--- config.mk ---
export PLATFORM = sky130hd
export DESIGN_NAME = pcm_gain_dither_requantizer_top_flat
export DESIGN_NICKNAME = d
export VERILOG_FILES = /design/src/pgdr_pkg.sv /design/src/pgdr_if.sv /design/src/pgdr_cfg.sv /design/src/pgdr_core.sv /design/src/pcm_gain_dither_requantizer_top.sv /design/src/flat_wrapper.sv
export SDC_FILE = /design/constraint.sdc
export NUM_CORES = 1
export LEC_CHECK = 0
export BUFFER_PORTS_ARGS = -buffer_cell sky130_fd_sc_hd__buf_2
export CAP_MARGIN = 15
export CELL_PAD_IN_SITES_DETAIL_PLACEMENT = 2
export CELL_PAD_IN_SITES_GLOBAL_PLACEMENT = 2
export CORE_MARGIN = 8
export CORE_UTILIZATION = 39
export CTS_CLUSTER_SIZE = 40
export DETAILED_ROUTE_END_ITERATION = 7
export PLACE_DENSITY_LB_ADDON = 0.25
export SLEW_MARGIN = 25
export SYNTH_ARGS = -nofsm -noshare
export SYNTH_HDL_FRONTEND = slang
export SYNTH_SLANG_ARGS = --single-unit
--- constraint.sdc ---
create_clock -name clk -period 15 [get_ports clk]
set_input_delay 3 -clock clk [delete_from_list [all_inputs] [get_ports clk]]
set_output_delay 3 -clock clk [all_outputs]
set_load 0.01 [all_outputs]
--- src/pgdr_pkg.sv ---
// Package: shared types, register indexes and constants for the PCM requantizer.
package pgdr_pkg;

  localparam int unsigned SampleW = 16;
  localparam int unsigned GainW   = 16;
  localparam int unsigned KnobW   = 4;
  localparam int unsigned CodeW   = 12;
  localparam int unsigned ErrW    = 8;
  localparam int unsigned SeedW   = 32;
  localparam int unsigned CfgIdxW = 2;
  localparam int unsigned CfgW    = 16;

  localparam logic [SeedW-1:0]   SeedReset     = 32'h2545F491;
  localparam logic [GainW-1:0]   HostGainReset = 16'd32767;
  localparam logic [KnobW-1:0]   KnobReset     = 4'd15;
  localparam logic [CodeW-1:0]   CodeMax       = 12'd4095;
  localparam logic signed [ErrW-1:0] ErrLimit  = 8'sd64;

  typedef enum logic [CfgIdxW-1:0] {
    REG_HOST_GAIN     = 2'd0,
    REG_KNOB_LEVEL    = 2'd1,
    REG_DEVICE_MUTE   = 2'd2,
    REG_STREAM_ACTIVE = 2'd3
  } cfg_idx_t;

  typedef struct packed {
    logic [GainW-1:0] host_gain;
    logic [KnobW-1:0] knob_level;
    logic             device_mute;
    logic             stream_active;
  } cfg_t;

  // Q15 gain per knob step, 2 dB apart
  function automatic logic [14:0] knob_gain(input logic [KnobW-1:0] lvl);
    logic [14:0] g;
    case (lvl)
      4'd0:    g = 15'd1036;
      4'd1:    g = 15'd1304;
      4'd2:    g = 15'd1642;
      4'd3:    g = 15'd2067;
      4'd4:    g = 15'd2603;
      4'd5:    g = 15'd3277;
      4'd6:    g = 15'd4125;
      4'd7:    g = 15'd5193;
      4'd8:    g = 15'd6538;
      4'd9:    g = 15'd8231;
      4'd10:   g = 15'd10362;
      4'd11:   g = 15'd13045;
      4'd12:   g = 15'd16423;
      4'd13:   g = 15'd20675;
      4'd14:   g = 15'd26029;
      default: g = 15'd32767;
    endcase
    return g;
  endfunction

endpackage

--- src/pgdr_if.sv ---
// Interfaces: sample input channel and DAC result channel.
interface pgdr_in_if;
  logic               valid;
  logic               ready;
  logic signed [15:0] pcm_sample;
  logic               packet_end;

  modport source (output valid, output pcm_sample, output packet_end, input ready);
  modport sink   (input valid, input pcm_sample, input packet_end, output ready);
endinterface

interface pgdr_out_if;
  logic        valid;
  logic        ready;
  logic [11:0] dac_code;
  logic        packet_done;
  logic        signal_present;

  modport source (output valid, output dac_code, output packet_done,
                  output signal_present, input ready);
  modport sink   (input valid, input dac_code, input packet_done,
                  input signal_present, output ready);
endinterface

--- src/pgdr_cfg.sv ---
// Configuration register file: host gain, knob level, mute, stream enable.
module pgdr_cfg (
  input  logic                          clk,
  input  logic                          rst_n,
  input  logic                          cfg_we,
  input  logic [pgdr_pkg::CfgIdxW-1:0]  cfg_index,
  input  logic [pgdr_pkg::CfgW-1:0]     cfg_wdata,
  output pgdr_pkg::cfg_t                cfg
);
  import pgdr_pkg::*;

  cfg_t cfg_r;

  always_ff @(posedge clk) begin
    if (!rst_n) begin
      cfg_r.host_gain     <= HostGainReset;
      cfg_r.knob_level    <= KnobReset;
      cfg_r.device_mute   <= 1'b0;
      cfg_r.stream_active <= 1'b0;
    end else if (cfg_we) begin
      case (cfg_idx_t'(cfg_index))
        REG_HOST_GAIN:     cfg_r.host_gain     <= cfg_wdata;
        REG_KNOB_LEVEL:    cfg_r.knob_level    <= cfg_wdata[KnobW-1:0];
        REG_DEVICE_MUTE:   cfg_r.device_mute   <= cfg_wdata[0];
        REG_STREAM_ACTIVE: cfg_r.stream_active <= cfg_wdata[0];
        default: ;
      endcase
    end
  end

  assign cfg = cfg_r;

endmodule

--- src/pgdr_core.sv ---
// Requantizer datapath: gain multiply, error feedback, TPDF dither, round and clamp.
module pgdr_core (
  input  logic signed [pgdr_pkg::SampleW-1:0] sample,
  input  logic        [pgdr_pkg::GainW-1:0]   gain,
  input  logic signed [pgdr_pkg::ErrW-1:0]    err,
  input  logic        [pgdr_pkg::SeedW-1:0]   seed,
  output logic        [pgdr_pkg::CodeW-1:0]   code,
  output logic signed [pgdr_pkg::ErrW-1:0]    err_nxt,
  output logic        [pgdr_pkg::SeedW-1:0]   seed_nxt,
  output logic                                loud
);
  import pgdr_pkg::*;

  logic signed [16:0] gain_s;
  logic signed [32:0] prod;
  logic signed [17:0] scaled;
  logic signed [20:0] x;
  logic signed [20:0] y;
  logic signed [16:0] v;
  logic signed [20:0] e;
  logic [31:0] r1, r2, r3;
  logic [4:0]  dsum;
  logic signed [5:0] dith;

  assign gain_s = $signed({1'b0, gain});
  assign prod   = sample * gain_s;
  assign scaled = prod[32:15];
  assign loud   = (scaled >= 18'sd32) || (scaled <= -18'sd32);

  assign r1 = seed ^ (seed << 13);
  assign r2 = r1 ^ (r1 >> 17);
  assign r3 = r2 ^ (r2 << 5);
  assign seed_nxt = r3;

  assign dsum = {1'b0, r3[3:0]} + {1'b0, r3[7:4]};
  assign dith = $signed({1'b0, dsum}) - 6'sd15;

  assign x = 21'(scaled) + 21'sd32768 + 21'(err);
  assign y = x + 21'(dith) + 21'sd8;
  assign v = y[20:4];

  always_comb begin
    if (v < 17'sd0) begin
      code = '0;
    end else if (v > $signed({5'b0, CodeMax})) begin
      code = CodeMax;
    end else begin
      code = v[CodeW-1:0];
    end
  end

  assign e = x - $signed({5'b0, code, 4'b0});

  always_comb begin
    if (e > 21'(ErrLimit)) begin
      err_nxt = ErrLimit;
    end else if (e < -21'(ErrLimit)) begin
      err_nxt = -ErrLimit;
    end else begin
      err_nxt = e[ErrW-1:0];
    end
  end

endmodule

--- src/pcm_gain_dither_requantizer_top.sv ---
// Top level: PCM gain, dither and requantizer to a 12-bit DAC code.
//
// Samples enter on in_ch (valid/ready), each with a packet_end mark. Results
// leave on out_ch: dac_code, packet_done, and signal_present at packet end.
// Registers (0 host_gain, 1 knob_level, 2 device_mute, 3 stream_active) are
// written through cfg_we/cfg_index/cfg_wdata; the user must write them only
// while idle, which the block does not enforce. One item is taken per cycle
// unless the output stalls: the input stage forms the effective gain (host
// gain times knob table, zero when muted), the second stage does the sample
// multiply, error feedback, dither and rounding, and loads the output
// register, which drives out_ch.valid, together with the state.
// While stream_active is 0 items are taken and dropped with no result.
// If the receiver stalls, the result is held; the input stage keeps one more
// item, then in_ch.ready drops until the output register empties.
// Reset sets the valid, state and config registers: seed 0x2545F491,
// zero error feedback, host gain 32767, knob 15, unmuted, stream inactive.
module pcm_gain_dither_requantizer_top (
  input  logic                          clk,
  input  logic                          rst_n,
  pgdr_in_if.sink                       in_ch,
  pgdr_out_if.source                    out_ch,
  input  logic                          cfg_we,
  input  logic [pgdr_pkg::CfgIdxW-1:0]  cfg_index,
  input  logic [pgdr_pkg::CfgW-1:0]     cfg_wdata
);
  import pgdr_pkg::*;

  cfg_t cfg;

  logic                      s1_v_r;
  logic signed [SampleW-1:0] s1_sample_r;
  logic                      s1_last_r;
  logic [GainW-1:0]          s1_gain_r;
  logic                      s1_act_r;

  logic             out_v_r;
  logic [CodeW-1:0] out_code_r;
  logic             out_done_r;
  logic             out_pres_r;

  logic [SeedW-1:0]         seed_r;
  logic signed [ErrW-1:0]   err_r;
  logic                     loud_r;

  logic [30:0]             gprod;
  logic [GainW-1:0]        gain_in;
  logic                    in_acc;
  logic                    s1_adv;
  logic [CodeW-1:0]        code;
  logic signed [ErrW-1:0]  err_nxt;
  logic [SeedW-1:0]        seed_nxt;
  logic                    loud;
  logic                    loud_any;

  pgdr_cfg u_cfg (
    .clk       (clk),
    .rst_n     (rst_n),
    .cfg_we    (cfg_we),
    .cfg_index (cfg_index),
    .cfg_wdata (cfg_wdata),
    .cfg       (cfg)
  );

  pgdr_core u_core (
    .sample   (s1_sample_r),
    .gain     (s1_gain_r),
    .err      (err_r),
    .seed     (seed_r),
    .code     (code),
    .err_nxt  (err_nxt),
    .seed_nxt (seed_nxt),
    .loud     (loud)
  );

  assign gprod   = {15'b0, cfg.host_gain} * {16'b0, knob_gain(cfg.knob_level)};
  assign gain_in = cfg.device_mute ? '0 : gprod[30:15];

  assign s1_adv      = s1_v_r && (!s1_act_r || !out_v_r || out_ch.ready);
  assign in_ch.ready = !s1_v_r || s1_adv;
  assign in_acc      = in_ch.valid && in_ch.ready;
  assign loud_any    = loud_r || loud;

  always_ff @(posedge clk) begin
    if (!rst_n) begin
      s1_v_r <= 1'b0;
    end else if (in_acc) begin
      s1_v_r <= 1'b1;
    end else if (s1_adv) begin
      s1_v_r <= 1'b0;
    end
  end

  always_ff @(posedge clk) begin
    if (in_acc) begin
      s1_sample_r <= in_ch.pcm_sample;
      s1_last_r   <= in_ch.packet_end;
      s1_gain_r   <= gain_in;
      s1_act_r    <= cfg.stream_active;
    end
  end

  always_ff @(posedge clk) begin
    if (!rst_n) begin
      out_v_r <= 1'b0;
      seed_r  <= SeedReset;
      err_r   <= '0;
      loud_r  <= 1'b0;
    end else begin
      if (s1_adv && s1_act_r) begin
        out_v_r <= 1'b1;
        seed_r  <= seed_nxt;
        err_r   <= err_nxt;
        loud_r  <= s1_last_r ? 1'b0 : loud_any;
      end else begin
        if (out_ch.ready) begin
          out_v_r <= 1'b0;
        end
        if (s1_adv && s1_last_r) begin
          loud_r <= 1'b0;
        end
      end
    end
  end

  always_ff @(posedge clk) begin
    if (s1_adv && s1_act_r) begin
      out_code_r <= code;
      out_done_r <= s1_last_r;
      out_pres_r <= s1_last_r && loud_any;
    end
  end

  assign out_ch.valid          = out_v_r;
  assign out_ch.dac_code       = out_code_r;
  assign out_ch.packet_done    = out_done_r;
  assign out_ch.signal_present = out_pres_r;

`ifndef SYNTHESIS
  a_err_range: assert property (@(posedge clk) disable iff (!rst_n)
    (err_r <= ErrLimit) && (err_r >= -ErrLimit))
    else $error("error feedback out of range");

  a_seed_nonzero: assert property (@(posedge clk) disable iff (!rst_n)
    seed_r != '0)
    else $error("dither seed reached zero");

  a_present_at_end: assert property (@(posedge clk) disable iff (!rst_n)
    out_v_r && out_pres_r |-> out_done_r)
    else $error("signal_present outside packet end");

  a_no_overwrite: assert property (@(posedge clk) disable iff (!rst_n)
    out_v_r && !out_ch.ready |-> !(s1_adv && s1_act_r))
    else $error("stalled result overwritten");

  a_state_hold: assert property (@(posedge clk) disable iff (!rst_n)
    !(s1_adv && s1_act_r) |=> $stable(seed_r) && $stable(err_r))
    else $error("state changed without an active item");
`endif

endmodule

--- src/flat_wrapper.sv ---
// flat-port wrapper written by rule: the top's interface ports become plain ports
module pcm_gain_dither_requantizer_top_flat import pgdr_pkg::*;
  (clk, rst_n, cfg_we, cfg_index, cfg_wdata, in_ch_valid, in_ch_pcm_sample, in_ch_packet_end, in_ch_ready, out_ch_valid, out_ch_dac_code, out_ch_packet_done, out_ch_signal_present, out_ch_ready);
  pgdr_in_if in_ch_i ();
  pgdr_out_if out_ch_i ();
  input  logic clk;
  input  logic rst_n;
  input  logic cfg_we;
  input  logic [pgdr_pkg::CfgIdxW-1:0] cfg_index;
  input  logic [pgdr_pkg::CfgW-1:0] cfg_wdata;
  input wire logic [$bits(in_ch_i.valid)-1:0] in_ch_valid;
  input wire logic [$bits(in_ch_i.pcm_sample)-1:0] in_ch_pcm_sample;
  input wire logic [$bits(in_ch_i.packet_end)-1:0] in_ch_packet_end;
  output wire logic [$bits(in_ch_i.ready)-1:0] in_ch_ready;
  output wire logic [$bits(out_ch_i.valid)-1:0] out_ch_valid;
  output wire logic [$bits(out_ch_i.dac_code)-1:0] out_ch_dac_code;
  output wire logic [$bits(out_ch_i.packet_done)-1:0] out_ch_packet_done;
  output wire logic [$bits(out_ch_i.signal_present)-1:0] out_ch_signal_present;
  input wire logic [$bits(out_ch_i.ready)-1:0] out_ch_ready;
  assign in_ch_i.valid = in_ch_valid;
  assign in_ch_i.pcm_sample = in_ch_pcm_sample;
  assign in_ch_i.packet_end = in_ch_packet_end;
  assign in_ch_ready = in_ch_i.ready;
  assign out_ch_valid = out_ch_i.valid;
  assign out_ch_dac_code = out_ch_i.dac_code;
  assign out_ch_packet_done = out_ch_i.packet_done;
  assign out_ch_signal_present = out_ch_i.signal_present;
  assign out_ch_i.ready = out_ch_ready;
  pcm_gain_dither_requantizer_top u_core (.clk(clk), .rst_n(rst_n), .in_ch(in_ch_i), .out_ch(out_ch_i), .cfg_we(cfg_we), .cfg_index(cfg_index), .cfg_wdata(cfg_wdata));
endmodule
### Word level (Yosys, flattened, before mapping)

Memory sizes are Yosys's and may differ from the RTL's. A register that Yosys moved wholly into a read port is not among the register bits.
Index checks and enable logic that the tools add are counted.

* add/sub/neg operators: 7
* $mul: 2
* div/mod/pow operators: 0
* magnitude comparators: 6
* equal/unequal tests: 3
* shifts and indexed selects: 0
* multiplexer cells: 13
* bitwise logic cells: 3
* reduce and logical (&&, ||, !) cells: 21

Operators with widths (number)
* 32-bit XOR: 2
* 16-bit by 17-bit multiplier with 33-bit output: 1
* 32-bit by 15-bit XOR with 32-bit output: 1
* 16-bit by 15-bit multiplier with 31-bit output: 1
* 12-bit 2-to-1 mux: 2
* 20-bit by 6-bit adder with 21-bit output: 1
* 21-bit by 5-bit adder with 21-bit output, second input constant: 1
* 21-bit by 8-bit greater-than comparator with 1-bit output, second input constant: 1
* 21-bit by 7-bit < comparator with 1-bit output, second input constant: 1
* 20-bit by 17-bit subtractor with 21-bit output: 1
* 19-bit by 8-bit adder with 20-bit output: 1
* 18-bit by 17-bit adder with 19-bit output, second input constant: 1
* 18-bit by 7-bit greater-or-equal comparator with 1-bit output, second input constant: 1
* 18-bit by 6-bit less-or-equal comparator with 1-bit output, second input constant: 1
* 17-bit by 13-bit greater-than comparator with 1-bit output, second input constant: 1
* 17-bit by 1-bit < comparator with 1-bit output, second input constant: 1
* 8-bit 2-to-1 mux: 2
* 4-bit 2-to-1 mux: 2
* 2-bit AND reduction: 4
* 1-bit 2-to-1 mux: 7
* 2-bit nonzero test: 3
* 5-bit by 4-bit subtractor with 6-bit output, second input constant: 1
* 4-bit by 4-bit adder with 5-bit output: 1
* 1-bit logical AND: 5
* 5 further kinds: 12

* bits in registers: 113
* latch bits: 0
* bits in writable memories: 0
* bits in read-only memories: 240
* input bits: 40
* output and inout port bits: 16
* logic and storage cells: 72
* memories kept: 1

Memory list
* (no name shown): depth 16, width 15, read ports 1, clocked after Yosys merged registers in 1, write ports 0, line pgdr_pkg.sv:36 `case (lvl)`

### Logic depth before layout (Yosys ltp)

Gate-level depths: netlist of run 1.

* depth in word-level cells: 14
* mapped depth: 54
* gate-level depth less buffers: 53

### Cells and area by module

A second synthesis of run 1 with hierarchy kept.

* cell total of the unflattened synthesis: 2810
* area, all modules: 24808.8 um^2

Modules (own cells, without submodules)
* pgdr_core: instances 1, cells an instance 1461, area each 12209.2 um^2, seq. area each 0.0 um^2
* pcm_gain_dither_requantizer_top: instances 1, cells an instance 1254, area each 11588.6 um^2, seq. area each 2302.2 um^2
* pgdr_cfg: instances 1, cells an instance 95, area each 1011.0 um^2, seq. area each 440.4 um^2

### Least setup slack after synthesis of run 1

Ideal clock, no wire load.

* kind: register to register
* from: reg u_core.s1_sample_r[4]
* to: reg u_core.err_r[0]
* library setup time: 0.073 ns
* arrival time: 12.434 ns
* data required time: 14.927 ns
* path slack: 2.493 ns
* stages on the path, launching flop included: 51
* path buffers: 2
* period minus slack after synthesis: 12.507 ns
* cell sequence: edfxtp_1 -> clkbuf_1 -> and2_1 -> fa_1 -> inv_1 -> fa_1 -> fa_1 -> inv_1 -> fa_1 -> fa_1 -> inv_1 -> fa_1 -> inv_1 -> ha_1 -> a21oi_1 -> o21ai_0 -> nor4bb_1 -> o2111ai_1 -> [15 not listed] -> a221o_1 -> o311a_1 -> o21ai_1 -> nor2_1 -> o211ai_1 -> clkbuf_1 -> o21ai_1 -> fa_1 -> a211oi_1 -> o21ai_0 -> a31o_1 -> a21oi_1 -> xor2_1 -> nand4_1 -> maj3_1 -> o31ai_2 -> nand4_1 -> o21ai_1

* cells in the longest elaborated chain, start to end: 12
* elaborated cells between the ends (all ways): 14
* those cells by class: 5 x add/sub; 1 x mul; 4 x order compare; 4 x mux

Ends and longest elaborated chain
* start: declaration: line pcm_gain_dither_requantizer_top.sv:31 `logic signed [SampleW-1:0] s1_sample_r;`
* start signal: assignment: line pcm_gain_dither_requantizer_top.sv:95 `s1_sample_r <= in_ch.pcm_sample;`
* 16-bit by 17-bit multiplier with 33-bit output (*): line pgdr_core.sv:26 `assign prod = sample * gain_s;`
* 18-bit by 17-bit adder with 19-bit output (*): line pgdr_core.sv:38 `assign x = 21'(scaled) + 21'sd32768 + 21'(err);`
* 19-bit by 8-bit adder with 20-bit output (*): line pgdr_core.sv:38
* 20-bit by 6-bit adder with 21-bit output: line pgdr_core.sv:39 `assign y = x + 21'(dith) + 21'sd8;`
* 21-bit by 5-bit adder with 21-bit output: line pgdr_core.sv:39
* 17-bit by 13-bit greater-than comparator with 1-bit output: line pgdr_core.sv:45 `end else if (v > $signed({5'b0, CodeMax})) begin`
* 12-bit 2-to-1 mux: line pgdr_core.sv:45
* 12-bit 2-to-1 mux: line pgdr_core.sv:43 `if (v < 17'sd0) begin`
* 20-bit by 17-bit subtractor with 21-bit output (*): line pgdr_core.sv:52 `assign e = x - $signed({5'b0, code, 4'b0});`
* 21-bit by 7-bit < comparator with 1-bit output: line pgdr_core.sv:57 `end else if (e < -21'(ErrLimit)) begin`
* 8-bit 2-to-1 mux: line pgdr_core.sv:57
* 8-bit 2-to-1 mux (*): line pgdr_core.sv:55 `if (e > 21'(ErrLimit)) begin`
* end signal: assignment: line pcm_gain_dither_requantizer_top.sv:112 `err_r <= err_nxt;`
* end: declaration: line pcm_gain_dither_requantizer_top.sv:42 `logic signed [ErrW-1:0] err_r;`

Every way passes the cells marked *; elsewhere a longest branch is shown, timed or not.
A chain may end at the register's enable or synchronous reset.

### Worst setup path after layout of run 1

* from: reg u_core.s1_sample_r[6]
* to: reg u_core.err_r[0]

* cells in the longest elaborated chain, start to end: 12
* elaborated cells between the ends (all ways): 14
* those cells by class: 5 x add/sub; 1 x mul; 4 x order compare; 4 x mux

Ends and longest elaborated chain
* 16-bit by 17-bit multiplier with 33-bit output (*): line pgdr_core.sv:26
* 18-bit by 17-bit adder with 19-bit output (*): line pgdr_core.sv:38
* 19-bit by 8-bit adder with 20-bit output (*): line pgdr_core.sv:38
* 20-bit by 6-bit adder with 21-bit output (*): line pgdr_core.sv:39
* 21-bit by 5-bit adder with 21-bit output (*): line pgdr_core.sv:39
* 17-bit by 13-bit greater-than comparator with 1-bit output: line pgdr_core.sv:45
* 12-bit 2-to-1 mux: line pgdr_core.sv:45
* 12-bit 2-to-1 mux (*): line pgdr_core.sv:43
* net u_core.code[0]: line pcm_gain_dither_requantizer_top.sv:49 `logic [CodeW-1:0] code;`
* 20-bit by 17-bit subtractor with 21-bit output (*): line pgdr_core.sv:52
* 21-bit by 7-bit < comparator with 1-bit output: line pgdr_core.sv:57
* 8-bit 2-to-1 mux: line pgdr_core.sv:57
* 8-bit 2-to-1 mux (*): line pgdr_core.sv:55

The timed path passes the listed nets; every way through them passes the cells marked *.

==> summary.md, run 1 <==
| Metric | Value |
|---|---|
| Top-area cell type share of the netlist area | about a third |
| Count leader, synth | inv_1 |
| Hold/Removal Path Class | flip-flop to flip-flop |
| Pin slew with the least headroom to its limit | 0.891 ns |
| Initial DRC count | around 640 |
| Latest clock arrival within the worst-skew pair | approximately 0.47 ns |
| Async set-reset flop share out of synthesis | 0% |
| Run status | completed |
| TritonCTS Sinks | between 100 and 150 |
| Gate Count Post-Synth | about 2600 |
| Initial antenna violation count | 2 |
| Row count | 90 |
| Max-slew violations | 0 |
| Placer Congestion | 0.862 |
| Relative slew slack | roughly 40% |
| Grt ovf | 0 |
| Clock root buffer | clkbuf_16 |
| Cell area after synthesis | 23800 sq um |
| Layout area overhead | 9.20% |
| DR pass1 iterations | 5 |
| Core ar. | a little over 60000 sq um |
| Die Span X | around 260 um |
| Finish-stage setup viols | 0 |
| Most common library cells after synthesis | inv_1 (439), fa_1 (375), nand2_1 (351) |
| Final Cycle Share | between 90% and 100% |
| H-tree Lvls | 4 |
| CP arrival | 14.73 ns |
| Die Footprint | between 60000 and 70000 sq um |
| Die Y | 263 um |
| Post-synth cell types | between 70 and 80 |
| Worst Setup Path Type | flip-flop to flip-flop |
| Final critical-path required period | around 14 ns |
| Crit Path Max Fanout | 9 |
| GRT Total Usage | between 20% and 30% |
| CP max stage delay | around 0.57 ns |
| Clock-pin slew on the worst setup and hold paths | roughly 0.07 ns |
| Worst path bufs/invs | 8 |
| Syn_nets | roughly 3400 |
| Starting Density | 39.5% |
| Max frequency | around 70 MHz |
| Area leader, netlist | fa_1 |
| CP dominant cell by count | fa_1 |
| Max Cap Viol | 0 |
| Critical path launch point type | flip-flop |
| Synth warn | 0 |
| Drt drc | 0 |
| Seq/Total Area, Yosys | between 10 and 15% |
| Seq cells post-synth | about 130 |
| Avg Cell Area, Syn | between 9 and 10 sq um |
| Final #Nets | ~3400 |
| Critical path's top delay family | adder cells |
| CTS buffer count | 17 |
| Diodes inserted | 0 |
| Dominant cells by area after synthesis | fa_1 (31%), ha_1 (16%), inv_1 (6.9%), dfxtp_1 (6.7%), edfxtp_1 (6.0%) |
| Post-layout util | between 40 and 50% |
| CTS Hold Bufs | 0 |
| Number of global-route vias before repair | approximately 22000 |
| WL final | 74200 um |
| Number of enable flip-flop cells after synthesis | 48 |
| Final Hold Viols | 0 |
| First-pass GRT wire length | 120000 um |
| Via count of the routed design | 18600 |
| DP HPWL | roughly 60000 um |
| CP Capture Type | flip-flop |
| IO Pins | 56 |
| CTS tree | yes |
| ANT nets after route | 0 |
| WL/cell | around 21 um |
| Slowest cell on crit path | fa_1 |
| Worst EP required | between 15 and 20 ns |
| Final Skew | roughly 0.014 ns |
| Most used DFF post-synth | dfxtp_1 |
| Layout cells sized above 1 | 6.62% |
| PortBufs | 55 |
| Via-per-instance ratio | around 5.3 |
| Largest net degree at the start of global routing | 71 |
| Clk buf depth | 2 |
-- worst reg2reg max path: cells and delay by family, from the launching register on --
| family | cells | cell delay (ns) |
|---|---|---|
| fa+ha+maj | 14 | 5.80 |
| compound gates | 20 | 4.90 |
| simple gates | 7 | 1.52 |
| xor+xnor | 3 | 0.88 |
| buf+inv | 8 | 0.76 |
| flops | 1 | 0.39 |
-- cell usage in the layout (no fill, tap or decap), drive strengths merged, types with 9 or more instances in the layout --
master	Yosys	routed
inv	439	442
mux2i	9	9
nand2	351	351
buf	2	125
a21o	22	22
and2	221	221
nor2b	12	12
nand2b	16	16
dfxtp	80	80
xnor2	82	82
a211oi	15	15
nand3	53	53
o21ai	89	89
nand4	14	14
nor2	75	75
edfxtp	48	48
o211ai	13	13
xor2	40	40
a21oi	69	69
nor3	28	28
or3	27	27
fa	375	375
and3	12	12
a31oi	9	9
clkbuf	91	23
ha	307	307
o21a	27	27
a21boi	18	18
-- worst paths after layout --
path                                    start                          endpoint  depth (start not counted)  slack (ns)
max reg2reg   u_core.s1_sample_r[6]$_DFFE_PP_      u_core.err_r[0]$_SDFFE_PN0P_                         52        0.68
max           u_core.s1_sample_r[6]$_DFFE_PP_      u_core.err_r[0]$_SDFFE_PN0P_                         52        0.68
min          u_core.u_cfg.cfg[3]$_SDFFE_PN1P_  u_core.u_cfg.cfg[3]$_SDFFE_PN1P_                          2        0.48
min reg2reg  u_core.u_cfg.cfg[3]$_SDFFE_PN1P_  u_core.u_cfg.cfg[3]$_SDFFE_PN1P_                          2        0.48
-- what timing repair did --
item | 4_1_cts | 5_1_grt
pin swaps | 0 | 2
hold endpoints to repair | 0 | 0
setup endpoints to repair | 5 | 8
gates resized for setup | 1 | 4
setup buffers | 2 | 52
-- cells by family (layout without fill, tap and decap cells) --
group | count (synthesis) | after routing | share of synthesized area [%]
xor+xnor | 122 | 122 | 4.51
simple gates | 839 | 839 | 17.3
buf+inv | 534 | 598 | 8.41
compound gates | 323 | 323 | 8.98
fa+ha+maj | 683 | 683 | 47.7
mux | 9 | 9 | 0.378
flops | 128 | 128 | 12.8
-- layout make-up --
cell class / instances / area [sq um]
tap: 782 / 978
inverter: 441 / 1660
sequential: 128 / 3040
clock inverter: 9 / 68.8
clock buffer: 23 / 522
multi-input combinational: 1976 / 18800
fill: 6611 / 34300
timing repair buffer: 125 / 913
-- layer usage --
metal	part of all wire (%)	track usage, %
met5	0	0
met4	3.0	7.52
met3	1.9	2.14
met2	53	40.3
met1	42	25.8
-- per-stage QoR --
stage                     hold WS (ns)  instance area, sq um  setup TNS [ns]  worst slack (ns)  instances
after floorplan                  0.408                 23800               0              2.49       2638
after global placement           0.458                 24900               0             0.749       3398
after detailed placement         0.479                 24900               0            0.0839       3398
after CTS                        0.492                 25500               0             0.192       3432
after global routing             0.525                 26000         -0.0498           -0.0498       3484
final                            0.480                 26000               0             0.678       3484
Power of run 1 is not shown: default switching activity piles up to over one toggle a cycle in this logic, so the estimate is an artifact.
==> inputs of run 2 (changes only) <==
--- a/config.mk
+++ b/config.mk
@@ -14,6 +14,7 @@
 export CTS_CLUSTER_SIZE = 40
 export DETAILED_ROUTE_END_ITERATION = 7
 export PLACE_DENSITY_LB_ADDON = 0.25
+export RECOVER_POWER = 50
 export SLEW_MARGIN = 25
 export SYNTH_ARGS = -nofsm -noshare
 export SYNTH_HDL_FRONTEND = slang
==> summary.md, run 2 (synthesis results as in run 1) <==
| Metric | Value |
|---|---|
| Pin slew with the least headroom to its limit | 3.02 ns (+2.13 ns) |
| Flop2flop setup slack | 0.64 ns (-0.04 ns) |
| Die Footprint | 69300 sq um (unchanged) |
| ANT nets after route | 0 (unchanged) |
| Diodes inserted | 0 (unchanged) |
| Crit Path Max Fanout | 9 (unchanged) |
| Layout cells sized above 1 | 5.74% (-0.89 points) |
| Via-per-instance ratio | 5.34 (-0.11%) |
| Drt drc | 0 (unchanged) |
| Most common cell after layout, fill and taps aside | inv_1 |
| Max Cap Viol | 2 (+2) |
| Worst Setup Path Type | flip-flop to flip-flop |
| Finish-stage setup viols | 0 (unchanged) |
| Via count of the routed design | 18600 (-0.11%) |
| PortBufs | 55 (unchanged) |
| TritonCTS Sinks | 128 (unchanged) |
| DP Cell Count | 3398 (unchanged) |
| Clk buf depth | 2 (unchanged) |
| Slowest cell on crit path | fa_1 |
| Final #Nets | 3411 (unchanged) |
| Hold Path Origin | u_core.u_cfg.cfg[3]$_SDFFE_PN1P_ |
| Row count | 90 (unchanged) |
| Max frequency | 69.6 MHz (-0.26%) |
| Core ar. | 60400 sq um (unchanged) |
| Latest clock arrival within the worst-skew pair | 0.48 ns (about the same) |
| Hold/Removal Path Class | flip-flop to flip-flop |
| Worst EP required | 15.40 ns (about the same) |
| Initial DRC count | 609 (-4.5%) |
| Relative slew slack | -101% (-140 points) |
| Critical path launch point type | flip-flop |
| Final critical-path required period | 14.36 ns (+0.0373 ns) |
| H-tree Lvls | 4 (unchanged) |
| Critical Path Start | u_core.s1_sample_r[6]$_DFFE_PP_ |
| WL final | 74300 um (about the same) |
| Number of global-route vias before repair | 22100 (unchanged) |
| CP dominant cell by count | fa_1 |
| CP Capture Type | flip-flop |
| Layout area overhead | 9.06% |
| CP arrival | 14.76 ns (+0.03 ns) |
| Commonest cells after routing, fill and taps aside | inv_1 (439), fa_1 (375), nand2_1 (351), ha_1 (307), and2_1 (221) |
| Placer Congestion | 0.862 (unchanged) |
| Reg2reg start | u_core.s1_sample_r[6]$_DFFE_PP_ |
| Final std cells w/o fill | 3484 (unchanged) |
| Failing checks | capacitance limit, slew limit |
| GRT Total Usage | 21.7% (unchanged) |
| DR pass1 iterations | 5 (unchanged) |
| IO Pins | 56 (unchanged) |
| Final Skew | 0.0140 ns (-0.0000353 ns) |
| Setup TNS | 0 ns (unchanged) |
| Final Cycle Share | 95.7% (+0.25 points) |
| Clock-pin slew on the worst setup and hold paths | 0.07 ns (about the same) |
| Max-slew violations | 96 (+96) |
| DP HPWL | 60400 um (unchanged) |
| CP max stage delay | 0.57 ns (about the same) |
| Clock root buffer | clkbuf_16 |
| Initial antenna violation count | 1 (-1) |
| CTS tree | yes |
| Run status | complete, but fails checks |
| CTS Hold Bufs | 0 (unchanged) |
| Starting Density | 39.5% (unchanged) |
| Die Span X | 263 um (unchanged) |
| Largest net degree at the start of global routing | 71 (unchanged) |
| Final Hold Viols | 0 (unchanged) |
| First-pass GRT wire length | 120000 um (unchanged) |
| Die Y | 263 um (unchanged) |
| WL/cell | 21.3 um (about the same) |
| Grt ovf | 0 (unchanged) |
| CTS buffer count | 17 (unchanged) |
## run 2: critical path: cells and delay by family (launching register included)
kind            cells  cell delay (ns)
flops               1             0.39
buf+inv             8             0.76
xor+xnor            3             0.88
compound gates     20             4.88
simple gates        7             1.54
fa+ha+maj          14             5.80
## run 2: routing by layer
layer | track usage, % | wire (um) | vias up
li1 | - | - | 8525
met1 | 25.8 | 31200 | 9765
met2 | 40.3 | 39300 | 209
met3 | 2.14 | 1580 | 104
met4 | 7.52 | 2170 | 0
met5 | 0 | 0 | -
## run 2: final timing paths
| path | endpoint | cells after the start |
|---|---|---|
| max | u_core.err_r[0]$_SDFFE_PN0P_ | 52 |
| min | u_core.u_cfg.cfg[3]$_SDFFE_PN1P_ | 2 |
| max reg2reg | u_core.err_r[0]$_SDFFE_PN0P_ | 52 |
| min reg2reg | u_core.u_cfg.cfg[3]$_SDFFE_PN1P_ | 2 |
## run 2: what timing repair did
| item | CTS | global route |
|---|---|---|
| endpoints found under the setup margin | 5 | 8 |
| setup buffers | 2 | 52 |
| pin swaps | 0 | 2 |
| resized for setup | 1 | 4 |
## run 2: cell type report
cell class / instances / area, sq um
clock buffer: 23 / 522
clock inverter: 9 / 68.8
fill: 6626 / 34400
inverter: 441 / 1660
multi-input combinational: 1976 / 18800
sequential: 128 / 3040
tap: 782 / 978
timing repair buffer: 125 / 883
## run 2: through the flow
stage	area, sq um	setup slack [ns]	hold slack (ns)	utilization, %
2_1_floorplan	23800	2.49	0.408	-
3_3_place_gp	24900	0.749	0.458	41.2
3_5_place_dp	24900	0.0839	0.479	41.2
4_1_cts	25500	0.192	0.492	42.2
5_1_grt	26000	-0.0512	0.525	43.1
6_report	26000	0.641	0.480	43.1
Power of run 2 is left out for the same reason.
==> inputs of run 3 (changes only) <==
--- a/config.mk
+++ b/config.mk
@@ -6,11 +6,10 @@
 export NUM_CORES = 1
 export LEC_CHECK = 0
 export BUFFER_PORTS_ARGS = -buffer_cell sky130_fd_sc_hd__buf_2
-export CAP_MARGIN = 15
 export CELL_PAD_IN_SITES_DETAIL_PLACEMENT = 2
 export CELL_PAD_IN_SITES_GLOBAL_PLACEMENT = 2
 export CORE_MARGIN = 8
-export CORE_UTILIZATION = 39
+export CORE_UTILIZATION = 42
 export CTS_CLUSTER_SIZE = 40
 export DETAILED_ROUTE_END_ITERATION = 7
 export PLACE_DENSITY_LB_ADDON = 0.25
==> summary.md, run 3 (synthesis results as in run 1) <==
| Metric | Value |
|---|---|
| Run status | complete, but fails checks |
| Failing checks | capacitance limit, slew limit |
| DP HPWL | 62100 um (+2.8%) |
| Hold/Removal Path Class | flip-flop to flip-flop |
| CTS tree | yes |
| Max Cap Viol | 2 (unchanged) |
| Final std cells w/o fill | 3479 (-0.14%) |
| Largest net degree at the start of global routing | 71 (unchanged) |
| Placer Congestion | 0.861 (about the same) |
| CTS Hold Bufs | 0 (unchanged) |
| PortBufs | 55 (unchanged) |
| Max frequency | 69.7 MHz (+0.15%) |
| Die Y | 254 um (-3.4%) |
| Pin slew with the least headroom to its limit | 2.42 ns (-0.607 ns) |
| CP Capture Type | flip-flop |
| Layout area overhead | 9.62% |
| Final Skew | 0.0230 ns (+0.00892 ns) |
| Final critical-path required period | 14.34 ns (-0.0213 ns) |
| Critical path's top delay family | adder cells |
| Initial antenna violation count | 1 (unchanged) |
| Via count of the routed design | 19100 (+2.5%) |
| First-pass GRT wire length | 124000 um (+3.2%) |
| Finish-stage setup viols | 0 (unchanged) |
| Setup WS post-layout | 0.662 ns (+0.0213 ns) |
| Core ar. | 56300 sq um (-6.8%) |
| Starting Density | 42.3% (+2.9 points) |
| Die Footprint | 64600 sq um (-6.7%) |
| Hold_ws | 0.483 ns (+0.00300 ns) |
| Crit Path Max Fanout | 21 (+12) |
| Final Hold Viols | 0 (unchanged) |
| Number of global-route vias before repair | 22600 (+2.5%) |
| Via-per-instance ratio | 5.48 (+2.7%) |
| Row count | 87 (-3.3%) |
| DP Worst Slack | -0.0201 ns (-0.104 ns) |
| Diodes inserted | 0 (unchanged) |
| Grt ovf | 0 (unchanged) |
| Layout cells sized above 1 | 6.72% (+0.98 points) |
| Clk buf depth | 2 (unchanged) |
| Clock root buffer | clkbuf_16 |
| Slowest cell on crit path | fa_1 |
| Critical path launch point type | flip-flop |
| Worst EP required | 15.41 ns (about the same) |
| Worst Setup Path Type | flip-flop to flip-flop |
| TritonCTS Sinks | 128 (unchanged) |
| Drt drc | 0 (unchanged) |
| Die Span X | 254 um (-3.4%) |
| WL/cell | 23.4 um (+9.8%) |
| CTS buffer count | 17 (unchanged) |
| Commonest cells after routing, fill and taps aside | inv_1 (438), fa_1 (375), nand2_1 (351), ha_1 (307), and2_1 (221) |
| CP arrival | 14.75 ns (about the same) |
| Final Cycle Share | 95.6% (-0.14 points) |
| Post-layout util | 46.4% (+3.4 points) |
| CP max stage delay | 0.56 ns (about the same) |
| Most common cell after layout, fill and taps aside | inv_1 |
| Initial DRC count | 768 (+26%) |
| DP Cell Count | 3365 (-0.97%) |
| Relative slew slack | -61.0% (+40 points) |
| Clock-pin slew on the worst setup and hold paths | 0.06 ns (about the same) |
| IO Pins | 56 (unchanged) |
| WL final | 81400 um (+9.7%) |
| H-tree Lvls | 4 (unchanged) |
| DR pass1 iterations | 4 (-1) |
| Max-slew violations | 65 (-32%) |
| ANT nets after route | 0 (unchanged) |
| Final #Nets | 3432 (+0.62%) |
| Worst path bufs/invs | 8 (unchanged) |
| Latest clock arrival within the worst-skew pair | 0.49 ns (about the same) |
| GRT Total Usage | 24.7% (+3.0 points) |
| Flop2flop setup slack | 0.66 ns (+0.02 ns) |
==> run 3: cell types whose count changed in the layout (fill, tap and decap cells not counted), moves of 2 or more <==
cell and change:
buf_4 +21, clkbuf_1 -4, inv_4 -2, bufinv_16 +2, clkinv_2 +3, buf_2 +3
clkbuf_16 -3
==> run 3: through the flow <==
stage / instance area (sq um) / setup TNS [ns]
finish: 26100 / 0
global route: 26100 / -0.473
CTS: 25400 / 0
detailed placement: 24800 / -0.0453
global placement: 24800 / 0
floorplan: 23800 / 0
==> run 3: cell type report <==
type                    count  area (sq um)
flip-flops and latches    128          3040
inverters                 441          1660
multi-input cells        1976         18800
clock inverters            12           133
clock buffers              20           457
repair buffers            146          1050
fillers                  6158         30200
well taps                 756           946
==> run 3: final timing paths <==
kind                                      from  cells after the start                           end
max          u_core.s1_gain_r[5]$_SDFFCE_PP0P_                     51  u_core.err_r[2]$_SDFFE_PN0P_
min               u_core.err_r[1]$_SDFFE_PN0P_                      2  u_core.err_r[1]$_SDFFE_PN0P_
max reg2reg  u_core.s1_gain_r[5]$_SDFFCE_PP0P_                     51  u_core.err_r[2]$_SDFFE_PN0P_
min reg2reg       u_core.err_r[1]$_SDFFE_PN0P_                      2  u_core.err_r[1]$_SDFFE_PN0P_
==> run 3: timing repair <==
item,4_1_cts,5_1_grt
setup buffers,6,75
gates resized for setup,0,6
endpoints found under the setup margin,6,8
pin swaps,0,1
==> run 3: tightest hold or removal path, delay by kind of cell (launching register included) <==
kind | cells | cell delay (ns)
AND/OR/NAND/NOR | 1 | 0.07
AO/OA/AOI/OAI | 1 | 0.05
flip-flops | 1 | 0.32
==> run 3: metal layers <==
layer | share of wire [%] | global-route usage [%] | vias to the layer above | wire [um]
met4 | 2.7 | 7.98 | 0 | 2230
li1 | - | - | 8561 | -
met2 | 54 | 46.6 | 318 | 44000
met3 | 2.5 | 3.16 | 142 | 2070
met5 | 0 | 0 | - | 0
met1 | 41 | 28.8 | 10000 | 33100
Power of run 3 is left out for the same reason.
